[config.mk]
export PLATFORM = sky130hd
export DESIGN_NAME = gyro_bias_calibrate_and_track_core
export DESIGN_NICKNAME = d
export VERILOG_FILES = /design/src/hdl/gbct_pkg.sv /design/src/hdl/gbct_div.sv /design/src/hdl/gyro_bias_calibrate_and_track_core.sv
export SDC_FILE = /design/constraint.sdc
export NUM_CORES = 1
export LEC_CHECK = 0
export BUFFER_PORTS_ARGS = -buffer_cell sky130_fd_sc_hd__buf_2
export CAP_MARGIN = 20
export CORE_AREA = 10 10 421 423
export DETAILED_ROUTE_END_ITERATION = 10
export DIE_AREA = 0 0 431 433
export PLACE_DENSITY = 0.36
export SLEW_MARGIN = 20
export SYNTH_ARGS = -nofsm -noshare
export SYNTH_HDL_FRONTEND = slang
export SYNTH_HIERARCHICAL = 1
export SYNTH_SLANG_ARGS = --single-unit
export TNS_END_PERCENT = 50
[constraint.sdc]
create_clock -name aclk -period 12.5 [get_ports aclk]
set_clock_uncertainty 0.1 [all_clocks]
set_input_delay 0.625 -clock aclk [delete_from_list [all_inputs] [get_ports aclk]]
set_output_delay 0.625 -clock aclk [all_outputs]
set_load 0.05 [all_outputs]
[src/hdl/gbct_pkg.sv]
// Package for the gyro bias calibration and tracking core.
// Holds the sizing constants shared by the core and its divider, and the reset values and word codes of the core.
// Depends on nothing.
`default_nettype none

package gbct_pkg;

    localparam int MAX_ROUND_SAMPLES = 1024;
    localparam int CNT_W     = $clog2(MAX_ROUND_SAMPLES + 1);
    localparam int SUM_W     = 16 + $clog2(MAX_ROUND_SAMPLES) + 1;
    localparam int DIV_STEPS = SUM_W - 1;
    localparam int STEP_W    = $clog2(DIV_STEPS + 1);

    localparam logic [14:0] RST_STILL_LIMIT  = 15'd60;
    localparam logic [15:0] RST_STILL_NEEDED = 16'd100;
    localparam logic [15:0] RST_PP_LIMIT     = 16'd300;
    localparam logic [10:0] RST_SAMPLES      = 11'd200;
    localparam logic [2:0]  RST_ROUNDS       = 3'd5;
    localparam logic [15:0] SPREAD_INIT      = 16'h7FFF;
    localparam logic [15:0] COUNT_MAX        = 16'hFFFF;
    localparam logic signed [15:0] AXIS_MIN_INIT = 16'sh7FFF;
    localparam logic signed [15:0] AXIS_MAX_INIT = -16'sh8000;

    localparam logic ACT_START = 1'b0;
    localparam logic ACT_SLOT  = 1'b1;

    typedef enum logic [2:0] {
        REG_STILL_LIMIT  = 3'd0,
        REG_STILL_NEEDED = 3'd1,
        REG_PP_LIMIT     = 3'd2,
        REG_SAMPLES      = 3'd3,
        REG_MAX_ROUNDS   = 3'd4
    } reg_idx_t;

endpackage

`default_nettype wire

[src/hdl/gbct_div.sv]
// Bit-serial signed divider: a round sum over the good sample count, truncated toward zero.
// One quotient bit per cycle; the quotient is known to fit in 16 bits.
// Depends on gbct_pkg.
`default_nettype none

module gbct_div (
    input  wire logic                            aclk,
    input  wire logic                            aresetn,
    input  wire logic                            start,
    input  wire logic signed [gbct_pkg::SUM_W-1:0] dividend,
    input  wire logic [gbct_pkg::CNT_W-1:0]      divisor,
    output logic                                 done,
    output logic signed [15:0]                   quotient
);
    import gbct_pkg::*;

    logic                  busy_reg;
    logic                  done_reg;
    logic                  neg_reg;
    logic [STEP_W-1:0]     step_reg;
    logic [SUM_W-2:0]      mag_reg;
    logic [CNT_W-1:0]      rem_reg;
    logic [CNT_W-1:0]      div_reg;
    logic [SUM_W-1:0]      abs_in;
    logic [CNT_W:0]        rem_shift;
    logic [CNT_W+1:0]      trial;
    logic                  fits;
    logic [15:0]           q_mag;

    always_comb begin
        abs_in    = dividend[SUM_W-1] ? -dividend : dividend;
        rem_shift = {rem_reg, mag_reg[SUM_W-2]};
        trial     = {1'b0, rem_shift} - {2'b00, div_reg};
        fits      = !trial[CNT_W+1];
        q_mag     = 16'(mag_reg);
    end

    always_ff @(posedge aclk) begin
        if (!aresetn) begin
            busy_reg <= 1'b0;
            done_reg <= 1'b0;
        end else begin
            done_reg <= 1'b0;
            if (start) begin
                busy_reg <= 1'b1;
                neg_reg  <= dividend[SUM_W-1];
                mag_reg  <= abs_in[SUM_W-2:0];
                rem_reg  <= '0;
                div_reg  <= divisor;
                step_reg <= STEP_W'(DIV_STEPS);
            end else if (busy_reg) begin
                rem_reg  <= fits ? trial[CNT_W-1:0] : rem_shift[CNT_W-1:0];
                mag_reg  <= {mag_reg[SUM_W-3:0], fits};
                step_reg <= step_reg - 1'b1;
                if (step_reg == STEP_W'(1)) begin
                    busy_reg <= 1'b0;
                    done_reg <= 1'b1;
                end
            end
        end
    end

    assign done     = done_reg;
    assign quotient = neg_reg ? -q_mag : q_mag;

endmodule

`default_nettype wire

[src/hdl/gyro_bias_calibrate_and_track_core.sv]
// Top level of the gyro bias calibration and tracking core with its register port.
// Uses gbct_pkg for sizing and reset values and gbct_div for the round-end means.
//
// Words of raw six-axis samples arrive on the s_ channel; result words leave on the
// m_ channel. A start word restarts calibration and gives no result. A sample word
// while calibrating or uncalibrated gives an all-zero word with ready_flag low. Once
// calibrated, a good sample gives accel unchanged and gyro less its bias; a failed
// read gives nothing. One word is worked on at a time through a single shared adder,
// one axis per cycle outside the divider, and s_ready is high only while the
// sequencer is idle. A sample word passes through the axis states and then the
// output state, where it enters the output register, or goes straight to the output
// state while neither calibrated nor calibrating. The last slot of a round adds the
// spread step, a bit-serial division per axis and the round decision, or only the
// round decision when the round had no good read. The output register lets a new
// word be accepted while a result still waits; a stalled receiver holds the sequencer
// only when the next result is ready. After reset the core is uncalibrated, biases
// are zero and the registers hold their default values. Registers must be written
// by the user over the APB port only while idle; the block does not enforce it.
`default_nettype none

module gyro_bias_calibrate_and_track_core (
    input  wire logic        aclk,
    input  wire logic        aresetn,
    input  wire logic        psel,
    input  wire logic        penable,
    input  wire logic        pwrite,
    input  wire logic [4:0]  paddr,
    input  wire logic [31:0] pwdata,
    output logic [31:0]      prdata,
    output logic             pready,
    input  wire logic        s_valid,
    output logic             s_ready,
    input  wire logic        s_action,
    input  wire logic        s_read_ok,
    input  wire logic signed [15:0] s_accel_x_raw,
    input  wire logic signed [15:0] s_accel_y_raw,
    input  wire logic signed [15:0] s_accel_z_raw,
    input  wire logic signed [15:0] s_gyro_x_raw,
    input  wire logic signed [15:0] s_gyro_y_raw,
    input  wire logic signed [15:0] s_gyro_z_raw,
    output logic             m_valid,
    input  wire logic        m_ready,
    output logic signed [15:0] m_accel_x_out,
    output logic signed [15:0] m_accel_y_out,
    output logic signed [15:0] m_accel_z_out,
    output logic signed [15:0] m_gyro_x_out,
    output logic signed [15:0] m_gyro_y_out,
    output logic signed [15:0] m_gyro_z_out,
    output logic             m_ready_flag
);
    import gbct_pkg::*;

    typedef enum logic [7:0] {
        S_IDLE   = 8'b0000_0001,
        S_AXIS   = 8'b0000_0010,
        S_SPREAD = 8'b0000_0100,
        S_DSTART = 8'b0000_1000,
        S_DWAIT  = 8'b0001_0000,
        S_PICK   = 8'b0010_0000,
        S_RUN    = 8'b0100_0000,
        S_OUT    = 8'b1000_0000
    } state_t;

    state_t state_reg;

    logic [14:0] still_limit_reg;
    logic [15:0] still_needed_reg;
    logic [15:0] pp_limit_reg;
    logic [10:0] samples_reg;
    logic [2:0]  max_rounds_reg;

    logic              read_ok_reg;
    logic signed [15:0] accel_reg [3];
    logic signed [15:0] gyro_reg  [3];

    logic signed [15:0] bias_reg [3];
    logic [15:0]        still_count_reg;
    logic               ready_reg;
    logic               calibrating_reg;
    logic [2:0]         round_reg;
    logic [CNT_W-1:0]   slot_count_reg;
    logic [CNT_W-1:0]   good_count_reg;
    logic signed [SUM_W-1:0] axis_sum_reg [3];
    logic signed [15:0] axis_min_reg [3];
    logic signed [15:0] axis_max_reg [3];
    logic [15:0]        best_spread_reg;
    logic signed [15:0] best_bias_reg [3];
    logic [15:0]        spread_reg;
    logic signed [15:0] mean_reg [3];
    logic signed [15:0] corr_reg [3];
    logic               res_live_reg;
    logic [1:0]         ax_reg;

    logic               m_valid_reg;
    logic signed [15:0] m_accel_reg [3];
    logic signed [15:0] m_gyro_reg  [3];
    logic               m_flag_reg;

    logic                    alu_sub;
    logic signed [SUM_W-1:0] alu_a;
    logic signed [SUM_W-1:0] alu_b;
    logic signed [SUM_W-1:0] alu_y;
    logic [15:0]             pp;

    logic [CNT_W-1:0] n_eff;
    logic [CNT_W-1:0] slot_next;
    logic [CNT_W-1:0] good_next;
    logic             accept;
    logic             cfg_wr;
    logic             out_load;
    logic             div_start;
    logic             div_done;
    logic signed [15:0] div_q;

    logic               have_good;
    logic               better;
    logic [3:0]         round_next;
    logic [2:0]         round_limit;
    logic signed [15:0] best_bias_new [3];

    logic signed [15:0] cz;
    logic [15:0]        cz_abs;
    logic               still;
    logic [15:0]        still_inc;

    assign accept   = s_valid && s_ready;
    assign cfg_wr   = psel && penable && pwrite && pready;
    assign out_load = (state_reg == S_OUT) && (!m_valid_reg || m_ready);
    assign pready   = 1'b1;
    assign s_ready  = (state_reg == S_IDLE);

    always_comb begin
        case (reg_idx_t'(paddr[4:2]))
            REG_STILL_LIMIT:  prdata = 32'(still_limit_reg);
            REG_STILL_NEEDED: prdata = 32'(still_needed_reg);
            REG_PP_LIMIT:     prdata = 32'(pp_limit_reg);
            REG_SAMPLES:      prdata = 32'(samples_reg);
            REG_MAX_ROUNDS:   prdata = 32'(max_rounds_reg);
            default:          prdata = '0;
        endcase
    end

    always_comb begin
        if (samples_reg == '0) begin
            n_eff = CNT_W'(1);
        end else if (32'(samples_reg) > MAX_ROUND_SAMPLES) begin
            n_eff = CNT_W'(MAX_ROUND_SAMPLES);
        end else begin
            n_eff = CNT_W'(samples_reg);
        end
        slot_next   = slot_count_reg + 1'b1;
        good_next   = good_count_reg + CNT_W'(read_ok_reg);
        round_limit = (max_rounds_reg == '0) ? 3'd1 : max_rounds_reg;
        round_next  = {1'b0, round_reg} + 4'd1;
    end

    always_comb begin
        alu_sub = 1'b0;
        alu_a   = axis_sum_reg[ax_reg];
        alu_b   = SUM_W'(gyro_reg[ax_reg]);
        case (state_reg)
            S_SPREAD: begin
                alu_sub = 1'b1;
                alu_a   = SUM_W'(axis_max_reg[ax_reg]);
                alu_b   = SUM_W'(axis_min_reg[ax_reg]);
            end
            S_RUN: begin
                alu_sub = 1'b1;
                alu_a   = SUM_W'(gyro_reg[ax_reg]);
                alu_b   = SUM_W'(bias_reg[ax_reg]);
            end
            default: begin
                alu_sub = 1'b0;
            end
        endcase
        alu_y = alu_sub ? (alu_a - alu_b) : (alu_a + alu_b);
        pp    = alu_y[15:0];
    end

    always_comb begin
        have_good = (good_count_reg != '0);
        better    = have_good && (spread_reg < best_spread_reg);
        for (int k = 0; k < 3; k++) begin
            best_bias_new[k] = better ? mean_reg[k] : best_bias_reg[k];
        end
        cz        = alu_y[15:0];
        cz_abs    = cz[15] ? -cz : cz;
        still     = (cz != -16'sh8000) && (cz_abs <= {1'b0, still_limit_reg});
        still_inc = (still_count_reg != COUNT_MAX) ? still_count_reg + 1'b1 : still_count_reg;
    end

    assign div_start = (state_reg == S_DSTART);

    gbct_div u_div (
        .aclk     (aclk),
        .aresetn  (aresetn),
        .start    (div_start),
        .dividend (axis_sum_reg[ax_reg]),
        .divisor  (good_count_reg),
        .done     (div_done),
        .quotient (div_q)
    );

    always_ff @(posedge aclk) begin
        if (!aresetn) begin
            still_limit_reg  <= RST_STILL_LIMIT;
            still_needed_reg <= RST_STILL_NEEDED;
            pp_limit_reg     <= RST_PP_LIMIT;
            samples_reg      <= RST_SAMPLES;
            max_rounds_reg   <= RST_ROUNDS;
        end else if (cfg_wr) begin
            case (reg_idx_t'(paddr[4:2]))
                REG_STILL_LIMIT:  still_limit_reg  <= pwdata[14:0];
                REG_STILL_NEEDED: still_needed_reg <= pwdata[15:0];
                REG_PP_LIMIT:     pp_limit_reg     <= pwdata[15:0];
                REG_SAMPLES:      samples_reg      <= pwdata[10:0];
                REG_MAX_ROUNDS:   max_rounds_reg   <= pwdata[2:0];
                default: begin
                end
            endcase
        end
    end

    always_ff @(posedge aclk) begin
        if (!aresetn) begin
            state_reg       <= S_IDLE;
            ready_reg       <= 1'b0;
            calibrating_reg <= 1'b0;
            still_count_reg <= '0;
            round_reg       <= '0;
            slot_count_reg  <= '0;
            good_count_reg  <= '0;
            best_spread_reg <= SPREAD_INIT;
            ax_reg          <= '0;
            m_valid_reg     <= 1'b0;
            for (int k = 0; k < 3; k++) begin
                bias_reg[k]      <= '0;
                best_bias_reg[k] <= '0;
            end
        end else begin
            if (out_load) begin
                m_valid_reg <= 1'b1;
            end else if (m_ready) begin
                m_valid_reg <= 1'b0;
            end

            case (state_reg)
                S_IDLE: begin
                    if (accept) begin
                        read_ok_reg  <= s_read_ok;
                        accel_reg[0] <= s_accel_x_raw;
                        accel_reg[1] <= s_accel_y_raw;
                        accel_reg[2] <= s_accel_z_raw;
                        gyro_reg[0]  <= s_gyro_x_raw;
                        gyro_reg[1]  <= s_gyro_y_raw;
                        gyro_reg[2]  <= s_gyro_z_raw;
                        ax_reg       <= '0;
                        res_live_reg <= 1'b0;
                        if (s_action == ACT_START) begin
                            ready_reg       <= 1'b0;
                            calibrating_reg <= 1'b1;
                            round_reg       <= '0;
                            slot_count_reg  <= '0;
                            good_count_reg  <= '0;
                            best_spread_reg <= SPREAD_INIT;
                            for (int k = 0; k < 3; k++) begin
                                axis_sum_reg[k]  <= '0;
                                axis_min_reg[k]  <= AXIS_MIN_INIT;
                                axis_max_reg[k]  <= AXIS_MAX_INIT;
                                best_bias_reg[k] <= '0;
                            end
                        end else if (ready_reg) begin
                            if (s_read_ok) begin
                                state_reg <= S_RUN;
                            end
                        end else if (calibrating_reg) begin
                            state_reg <= S_AXIS;
                        end else begin
                            state_reg <= S_OUT;
                        end
                    end
                end

                S_AXIS: begin
                    if (read_ok_reg) begin
                        axis_sum_reg[ax_reg] <= alu_y;
                        if (gyro_reg[ax_reg] < axis_min_reg[ax_reg]) begin
                            axis_min_reg[ax_reg] <= gyro_reg[ax_reg];
                        end
                        if (gyro_reg[ax_reg] > axis_max_reg[ax_reg]) begin
                            axis_max_reg[ax_reg] <= gyro_reg[ax_reg];
                        end
                    end
                    if (ax_reg == 2'd2) begin
                        ax_reg         <= '0;
                        good_count_reg <= good_next;
                        slot_count_reg <= slot_next;
                        spread_reg     <= '0;
                        if (slot_next >= n_eff) begin
                            state_reg <= (good_next != '0) ? S_SPREAD : S_PICK;
                        end else begin
                            state_reg <= S_OUT;
                        end
                    end else begin
                        ax_reg <= ax_reg + 1'b1;
                    end
                end

                S_SPREAD: begin
                    if (pp > spread_reg) begin
                        spread_reg <= pp;
                    end
                    if (ax_reg == 2'd2) begin
                        ax_reg    <= '0;
                        state_reg <= S_DSTART;
                    end else begin
                        ax_reg <= ax_reg + 1'b1;
                    end
                end

                S_DSTART: begin
                    state_reg <= S_DWAIT;
                end

                S_DWAIT: begin
                    if (div_done) begin
                        mean_reg[ax_reg] <= div_q;
                        if (ax_reg == 2'd2) begin
                            ax_reg    <= '0;
                            state_reg <= S_PICK;
                        end else begin
                            ax_reg    <= ax_reg + 1'b1;
                            state_reg <= S_DSTART;
                        end
                    end
                end

                S_PICK: begin
                    if (better) begin
                        best_spread_reg <= spread_reg;
                        for (int k = 0; k < 3; k++) begin
                            best_bias_reg[k] <= mean_reg[k];
                        end
                    end
                    if (have_good && (spread_reg <= pp_limit_reg)) begin
                        calibrating_reg <= 1'b0;
                        ready_reg       <= 1'b1;
                        for (int k = 0; k < 3; k++) begin
                            bias_reg[k] <= mean_reg[k];
                        end
                    end else begin
                        round_reg <= round_next[2:0];
                        if (round_next >= {1'b0, round_limit}) begin
                            calibrating_reg <= 1'b0;
                            ready_reg       <= 1'b1;
                            for (int k = 0; k < 3; k++) begin
                                bias_reg[k] <= best_bias_new[k];
                            end
                        end else begin
                            slot_count_reg <= '0;
                            good_count_reg <= '0;
                            for (int k = 0; k < 3; k++) begin
                                axis_sum_reg[k] <= '0;
                                axis_min_reg[k] <= AXIS_MIN_INIT;
                                axis_max_reg[k] <= AXIS_MAX_INIT;
                            end
                        end
                    end
                    state_reg <= S_OUT;
                end

                S_RUN: begin
                    corr_reg[ax_reg] <= alu_y[15:0];
                    if (ax_reg == 2'd2) begin
                        ax_reg       <= '0;
                        res_live_reg <= 1'b1;
                        state_reg    <= S_OUT;
                        if (still) begin
                            still_count_reg <= still_inc;
                            if (still_inc >= still_needed_reg) begin
                                if (!cz[15] && (cz != '0)) begin
                                    bias_reg[2] <= bias_reg[2] + 16'sd1;
                                end else if (cz[15]) begin
                                    bias_reg[2] <= bias_reg[2] - 16'sd1;
                                end
                            end
                        end else begin
                            still_count_reg <= '0;
                        end
                    end else begin
                        ax_reg <= ax_reg + 1'b1;
                    end
                end

                S_OUT: begin
                    if (out_load) begin
                        state_reg <= S_IDLE;
                    end
                end

                default: begin
                    state_reg <= S_IDLE;
                end
            endcase
        end
    end

    always_ff @(posedge aclk) begin
        if (out_load) begin
            m_flag_reg <= res_live_reg;
            for (int k = 0; k < 3; k++) begin
                m_accel_reg[k] <= res_live_reg ? accel_reg[k] : '0;
                m_gyro_reg[k]  <= res_live_reg ? corr_reg[k] : '0;
            end
        end
    end

    assign m_valid       = m_valid_reg;
    assign m_accel_x_out = m_accel_reg[0];
    assign m_accel_y_out = m_accel_reg[1];
    assign m_accel_z_out = m_accel_reg[2];
    assign m_gyro_x_out  = m_gyro_reg[0];
    assign m_gyro_y_out  = m_gyro_reg[1];
    assign m_gyro_z_out  = m_gyro_reg[2];
    assign m_ready_flag  = m_flag_reg;

    // Calibration and run mode exclude each other.
    assert property (@(posedge aclk) disable iff (!aresetn)
        !(ready_reg && calibrating_reg))
        else $error("ready and calibrating both set");

    // A round never holds more good reads than slots.
    assert property (@(posedge aclk) disable iff (!aresetn)
        good_count_reg <= slot_count_reg)
        else $error("good count exceeds slot count");

    // Calibration ends, and its biases are adopted, only in the round decision.
    assert property (@(posedge aclk) disable iff (!aresetn)
        $rose(ready_reg) |-> $past(state_reg == S_PICK))
        else $error("ready raised outside the round decision");

    // Once a good read has been taken the tracked extremes of the x axis are ordered.
    assert property (@(posedge aclk) disable iff (!aresetn)
        (good_count_reg != '0) |-> (axis_min_reg[0] <= axis_max_reg[0]))
        else $error("axis minimum above maximum");

endmodule

`default_nettype wire
After elaboration in Yosys (flattened, before gate mapping)
Memory sizes are Yosys's and may differ from the RTL's. A register that Yosys moved wholly into a read port is not among the register bits.
Cells that the tools add are included.
- RAM bits: 561
- output and inout port bits: 132
- bits of input ports: 142
- bits in registers: 206
- logic and storage cells: 355
- memories kept: 11
- memories (memory ; depth ; width ; read ports ; clocked after memory_dff ; write ports ; RTL line ; source):
    axis_sum_reg ; 3 ; 27 ; 1 ; 1 ; 3 ; gyro_bias_calibrate_and_track_core.sv:83 ; logic signed [SUM_W-1:0] axis_sum_reg [3];
    accel_reg ; 3 ; 16 ; 3 ; 0 ; 3 ; gyro_bias_calibrate_and_track_core.sv:73 ; logic signed [15:0] accel_reg [3];
    axis_max_reg ; 3 ; 16 ; 1 ; 1 ; 3 ; gyro_bias_calibrate_and_track_core.sv:85 ; logic signed [15:0] axis_max_reg [3];
    axis_min_reg ; 3 ; 16 ; 1 ; 1 ; 3 ; gyro_bias_calibrate_and_track_core.sv:84 ; logic signed [15:0] axis_min_reg [3];
    best_bias_reg ; 3 ; 16 ; 3 ; 0 ; 3 ; gyro_bias_calibrate_and_track_core.sv:87 ; logic signed [15:0] best_bias_reg [3];
    bias_reg ; 3 ; 16 ; 2 ; 1 ; 3 ; gyro_bias_calibrate_and_track_core.sv:76 ; logic signed [15:0] bias_reg [3];
    5 more memories ; n/a ; n/a ; n/a ; n/a ; n/a ; n/a ;
- bitwise gates (word level): 25
- equality and inequality tests: 30
- magnitude comparators: 10
- mux-type cells: 191
- reductions and logical operators: 48
- add/subtract/negate cells: 14
- operators with widths (operator ; number):
    two-way mux 16 bit ; 40
    two-way mux 27 bit ; 5
    two-way mux 11 bit ; 10
    one-hot mux 27 bit (2 select lines) ; 2
    two-way mux 8 bit ; 11
    two-way mux 1 bit ; 86
    one-hot mux 16 bit (5 select lines) ; 1
    two-way mux 26 bit ; 3
    one-hot mux 11 bit (3 select lines) ; 2
    one-hot mux 16 bit (2 select lines) ; 2
    one-hot mux 8 bit (8 select lines) ; 1
    > comparator 16 bit ; 2
    < comparator 16 bit ; 2
    two-way mux 2 bit ; 16
    != test 16 bit, second input constant ; 2
    negator 16 bit ; 2
    OR reduction 16 bit ; 2
    adder 27 bit ; 1
    OR reduction 27 bit ; 1
    subtractor 27 bit ; 1
    negator 26 bit ; 1
    OR 1 bit ; 23
    nonzero test 11 bit ; 2
    AND reduction 4 bit ; 5
    other kinds (52) ; 95

Longest topological paths before layout
- depth after elaboration: 15
- depth in mapped cells: 43
- depth with buffers taken out: 38

Hierarchy
Netlist, hierarchy kept.
- modules (own cells, without submodules) (module ; cells an instance ; sequential area each (sq um) ; area an instance (sq um) ; instances):
    gyro_bias_calibrate_and_track_core ; 3249 ; 21851.0 ; 38102.8 ; 1
    gbct_div ; 386 ; 1661.6 ; 3822.4 ; 1

Worst setup path after synthesis
No wires, ideal clock.
- kind: register to register
- start point: register with a tool-made name
- end point: memory bias_reg[2][15] (data pin)
- arrival: 8.616 ns
- setup slack: 3.520 ns
- stages on the path, launching flop included: 41
- library setup time: 0.264 ns
- buffers on the path: 5
- data required time: 12.136 ns
- clock period less this slack: 8.980 ns
- path through: dfxtp_1 -> buf_4 -> buf_4 -> buf_2 -> buf_2 -> buf_2 -> mux4_2 -> nor2_1 -> a31oi_1 -> o221ai_1 -> ha_1 -> inv_1 -> fa_1 -> a211o_1 -> a21oi_2 -> o21ba_2 -> o21ai_1 -> xnor2_2 -> [... 5 more ...] -> a211oi_1 -> o21ai_0 -> a31oi_1 -> o31a_1 -> a21oi_1 -> nor4_1 -> nand4_1 -> inv_1 -> ha_1 -> a211o_1 -> a211oi_1 -> nor3_1 -> nor3_1 -> o21bai_1 -> o31ai_1 -> xnor2_1 -> mux2i_1 -> o21ai_0
- RTL lines (what ; RTL line):
    end, declared ; gyro_bias_calibrate_and_track_core.sv:76

==> metrics <==
Synth top area share 0.496; Least-Margin Pin Slew 1020 ps; Max Slew Vio Count 0; Via density 4.67; sw power 2.38 mW; CP endpoint kind flop; Initial Util 0.248; dominant cell type by area after synthesis edfxtp_1; clock slew at reported path FFs 60 ps; setup slack after layout 1120 ps; # clock sinks slightly above 800; post-DP HPWL between 90000 and 100000 um; Area Growth Syn to Fin 19.4%; vias in the first global route 29900; startpoint types flop; Tmin final 11380 ps; number of synthesized flops with an enable pin 693; Leak Pwr 18.5 nW; CP Max Fanout 34; WP depth 39; total power 7.75 mW; First DRT Iteration DRCs 1900; Synth Register Bits 828; Int Pwr 5.37 mW; critical path's slowest cell nor4_1; CP top delay family compound AO/OA/AOI/OAI gates; CTS root buf clkbuf_16; cell row count 151; worst slack at placement between 800 and 900 ps; global-route usage over all layers 0.147; Yosys warning total 6; DRC Markers 0; post-synthesis sequential area ratio 0.561; 1st-pass router iterations 5; largest net degree at the start of global routing just over 90; core area 169000 um2; post-synthesis cell area 41900 um2; R2R setup slack around 1100 ps; Clock Path Buffers 3; power share of the clock group 0.380; Post-CTS Setup Bufs 0; CP Buf/Inv Count 4; Hold Path Cell Cnt 3; Mapped Avg Cell Area approximately 12 um2; first-pass GRT wire length 207000 um; Post-Route WL 140000 um; worst path required time about 13000 ps; VDD IR-drop max 0.000106 V; CP max stage delay 710 ps; Die ar. 187000 um2; combinational power share 0.207; Congestion Overflow GR 0; worst min-delay path category primary input to flop; commonest non-fill, non-tap cell in the layout edfxtp_1; fmax 0.0878 GHz; Netlist cell types 107; max reg flops 108; Finish-stage setup viols 0; share of layout cells above drive strength 1 0.160; Setup CP Type flop to flop; DR vias 29300; TritonCTS buffer count 102; fin crit share 0.911; final non-filler cell area ~50000 um2; WP data arrival 11770 ps; # port buffers 238; RSZ-0062 raised after global routing no; setup TNS 0 ps; PD cells 155 nW/um2; worst skew pair latency 750 ps; CTS H-tree lvls 3; sw frac 0.307; prevailing post-synth register cell edfxtp_1; reg2reg path depth 39; post-synthesis cell count 3635; CTS tree built; nets@finish 4300; commonest non-fill, non-tap cells in the layout 693 x edfxtp_1, 334 x nor2_1, 325 x nand2_1; outcome finished, final reports clean; placed cell area 45800 um2; Max Cap Viol 0; die height 433 um; sequential power share 0.413; crit path capture bias_reg[2][15]$_DFFE_PP_; Post-synth ARST share 0; IO Pins 274; Reg-to-Reg End bias_reg[2][15]$_DFFE_PP_; top area cells in the synthesized netlist edfxtp_1 50%, dfxtp_1 6.4%, ha_1 5.5%, mux4_2 3.2%, nor2_1 3.0%; hold_ws ~83 ps; Rel. slew slack 0.316; final hold vios 0; initial antenna violation count 2; die width 431 um; gpl congestion 0.815; DR WL/cell ~22 um; Routed Antenna Nets 0
-- synthesized netlist by cell type (all sizes together), types with 67 or more instances --
master  count
clkbuf    142
ha        185
buf        69
o21ai     154
and2      169
nor2      341
dfxtp     135
nor3       73
xnor2      67
edfxtp    693
a21oi     146
inv       196
nand2     326
-- cells by family (layout without fill, tap and decap cells) --
family          count (synthesis)  in the layout  share of synthesized area
compound gates                744            744                      0.122
buf+inv                       410            813                     0.0413
flops                         828            828                      0.561
simple gates                 1196           1196                      0.139
xor+xnor                      122            122                     0.0262
mux                           145            145                     0.0537
other cells                     2             18                   0.000179
fa+ha+maj                     188            188                     0.0566
-- power groups by stage --
stage	registers [mW]	clock network, mW	logic [mW]
6_report	3.20	2.94	1.60
3_3_place_gp	3.26	0	1.61
3_5_place_dp	3.26	0	1.60
4_1_cts	3.20	3.05	1.63
2_1_floorplan	3.31	0	0.946
5_1_grt	3.21	3.16	1.77
-- final cells by class --
| class | count | area (um2) |
|---|---|---|
| diodes | 1 | 2.50 |
| clock buffers | 129 | 2740 |
| clock inverters | 58 | 534 |
| fillers | 17400 | 119000 |
| inverters | 198 | 744 |
| multi-input cells | 2412 | 16900 |
| flip-flops and latches | 828 | 23500 |
| well taps | 2218 | 2780 |
| repair buffers | 428 | 2880 |
-- worst register-to-register path, delay by kind of cell (launching register included) --
kind	cells	cell delay [ps]
compound gates	18	3820
xor+xnor	3	890
fa+ha+maj	4	1500
buf+inv	4	1480
flops	1	660
mux	1	210
simple gates	9	2480
-- how the worst min path moves through the flow --
stage | startpoint | slack [ps] | endpoint
2_1_floorplan | good_count_reg[3]$_SDFFE_PN0P_ | 310 | u_div/div_reg[3]$_DFFE_PP_
3_3_place_gp | best_spread_reg[15]$_SDFFE_PN0P_ | 360 | best_spread_reg[15]$_SDFFE_PN0P_
3_5_place_dp | best_spread_reg[15]$_SDFFE_PN0P_ | 370 | best_spread_reg[15]$_SDFFE_PN0P_
4_1_cts | pwdata[14] | 6 | still_needed_reg[14]$_SDFFE_PN0P_
5_1_grt | pwdata[4] | 60 | pp_limit_reg[4]$_SDFFE_PN0P_
6_report | pwdata[14] | 80 | still_needed_reg[14]$_SDFFE_PN0P_
-- metal layers --
metal	track usage	up-vias	wire length (um)
met4	0.0393	0	2930
met3	0.0202	157	5150
met1	0.198	14600	64500
li1	-	14000	-
met5	0	-	0
met2	0.248	530	67700
-- through the flow --
stage | utilization | cells
after global routing | 0.297 | 6271
after CTS | 0.297 | 6271
after detailed placement | 0.271 | 5985
after floorplan | - | 3650
final | 0.297 | 6272
after global placement | 0.271 | 5985
-- what timing repair did --
| item | CTS | global route |
|---|---|---|
| hold buffers | 99 | 0 |
| endpoints found under the setup margin | 0 | 0 |
| hold endpoints to repair | 99 | 0 |
| gates resized for setup | 0 | 0 |
No activity file was read; power rests on OpenSTA's default activity.
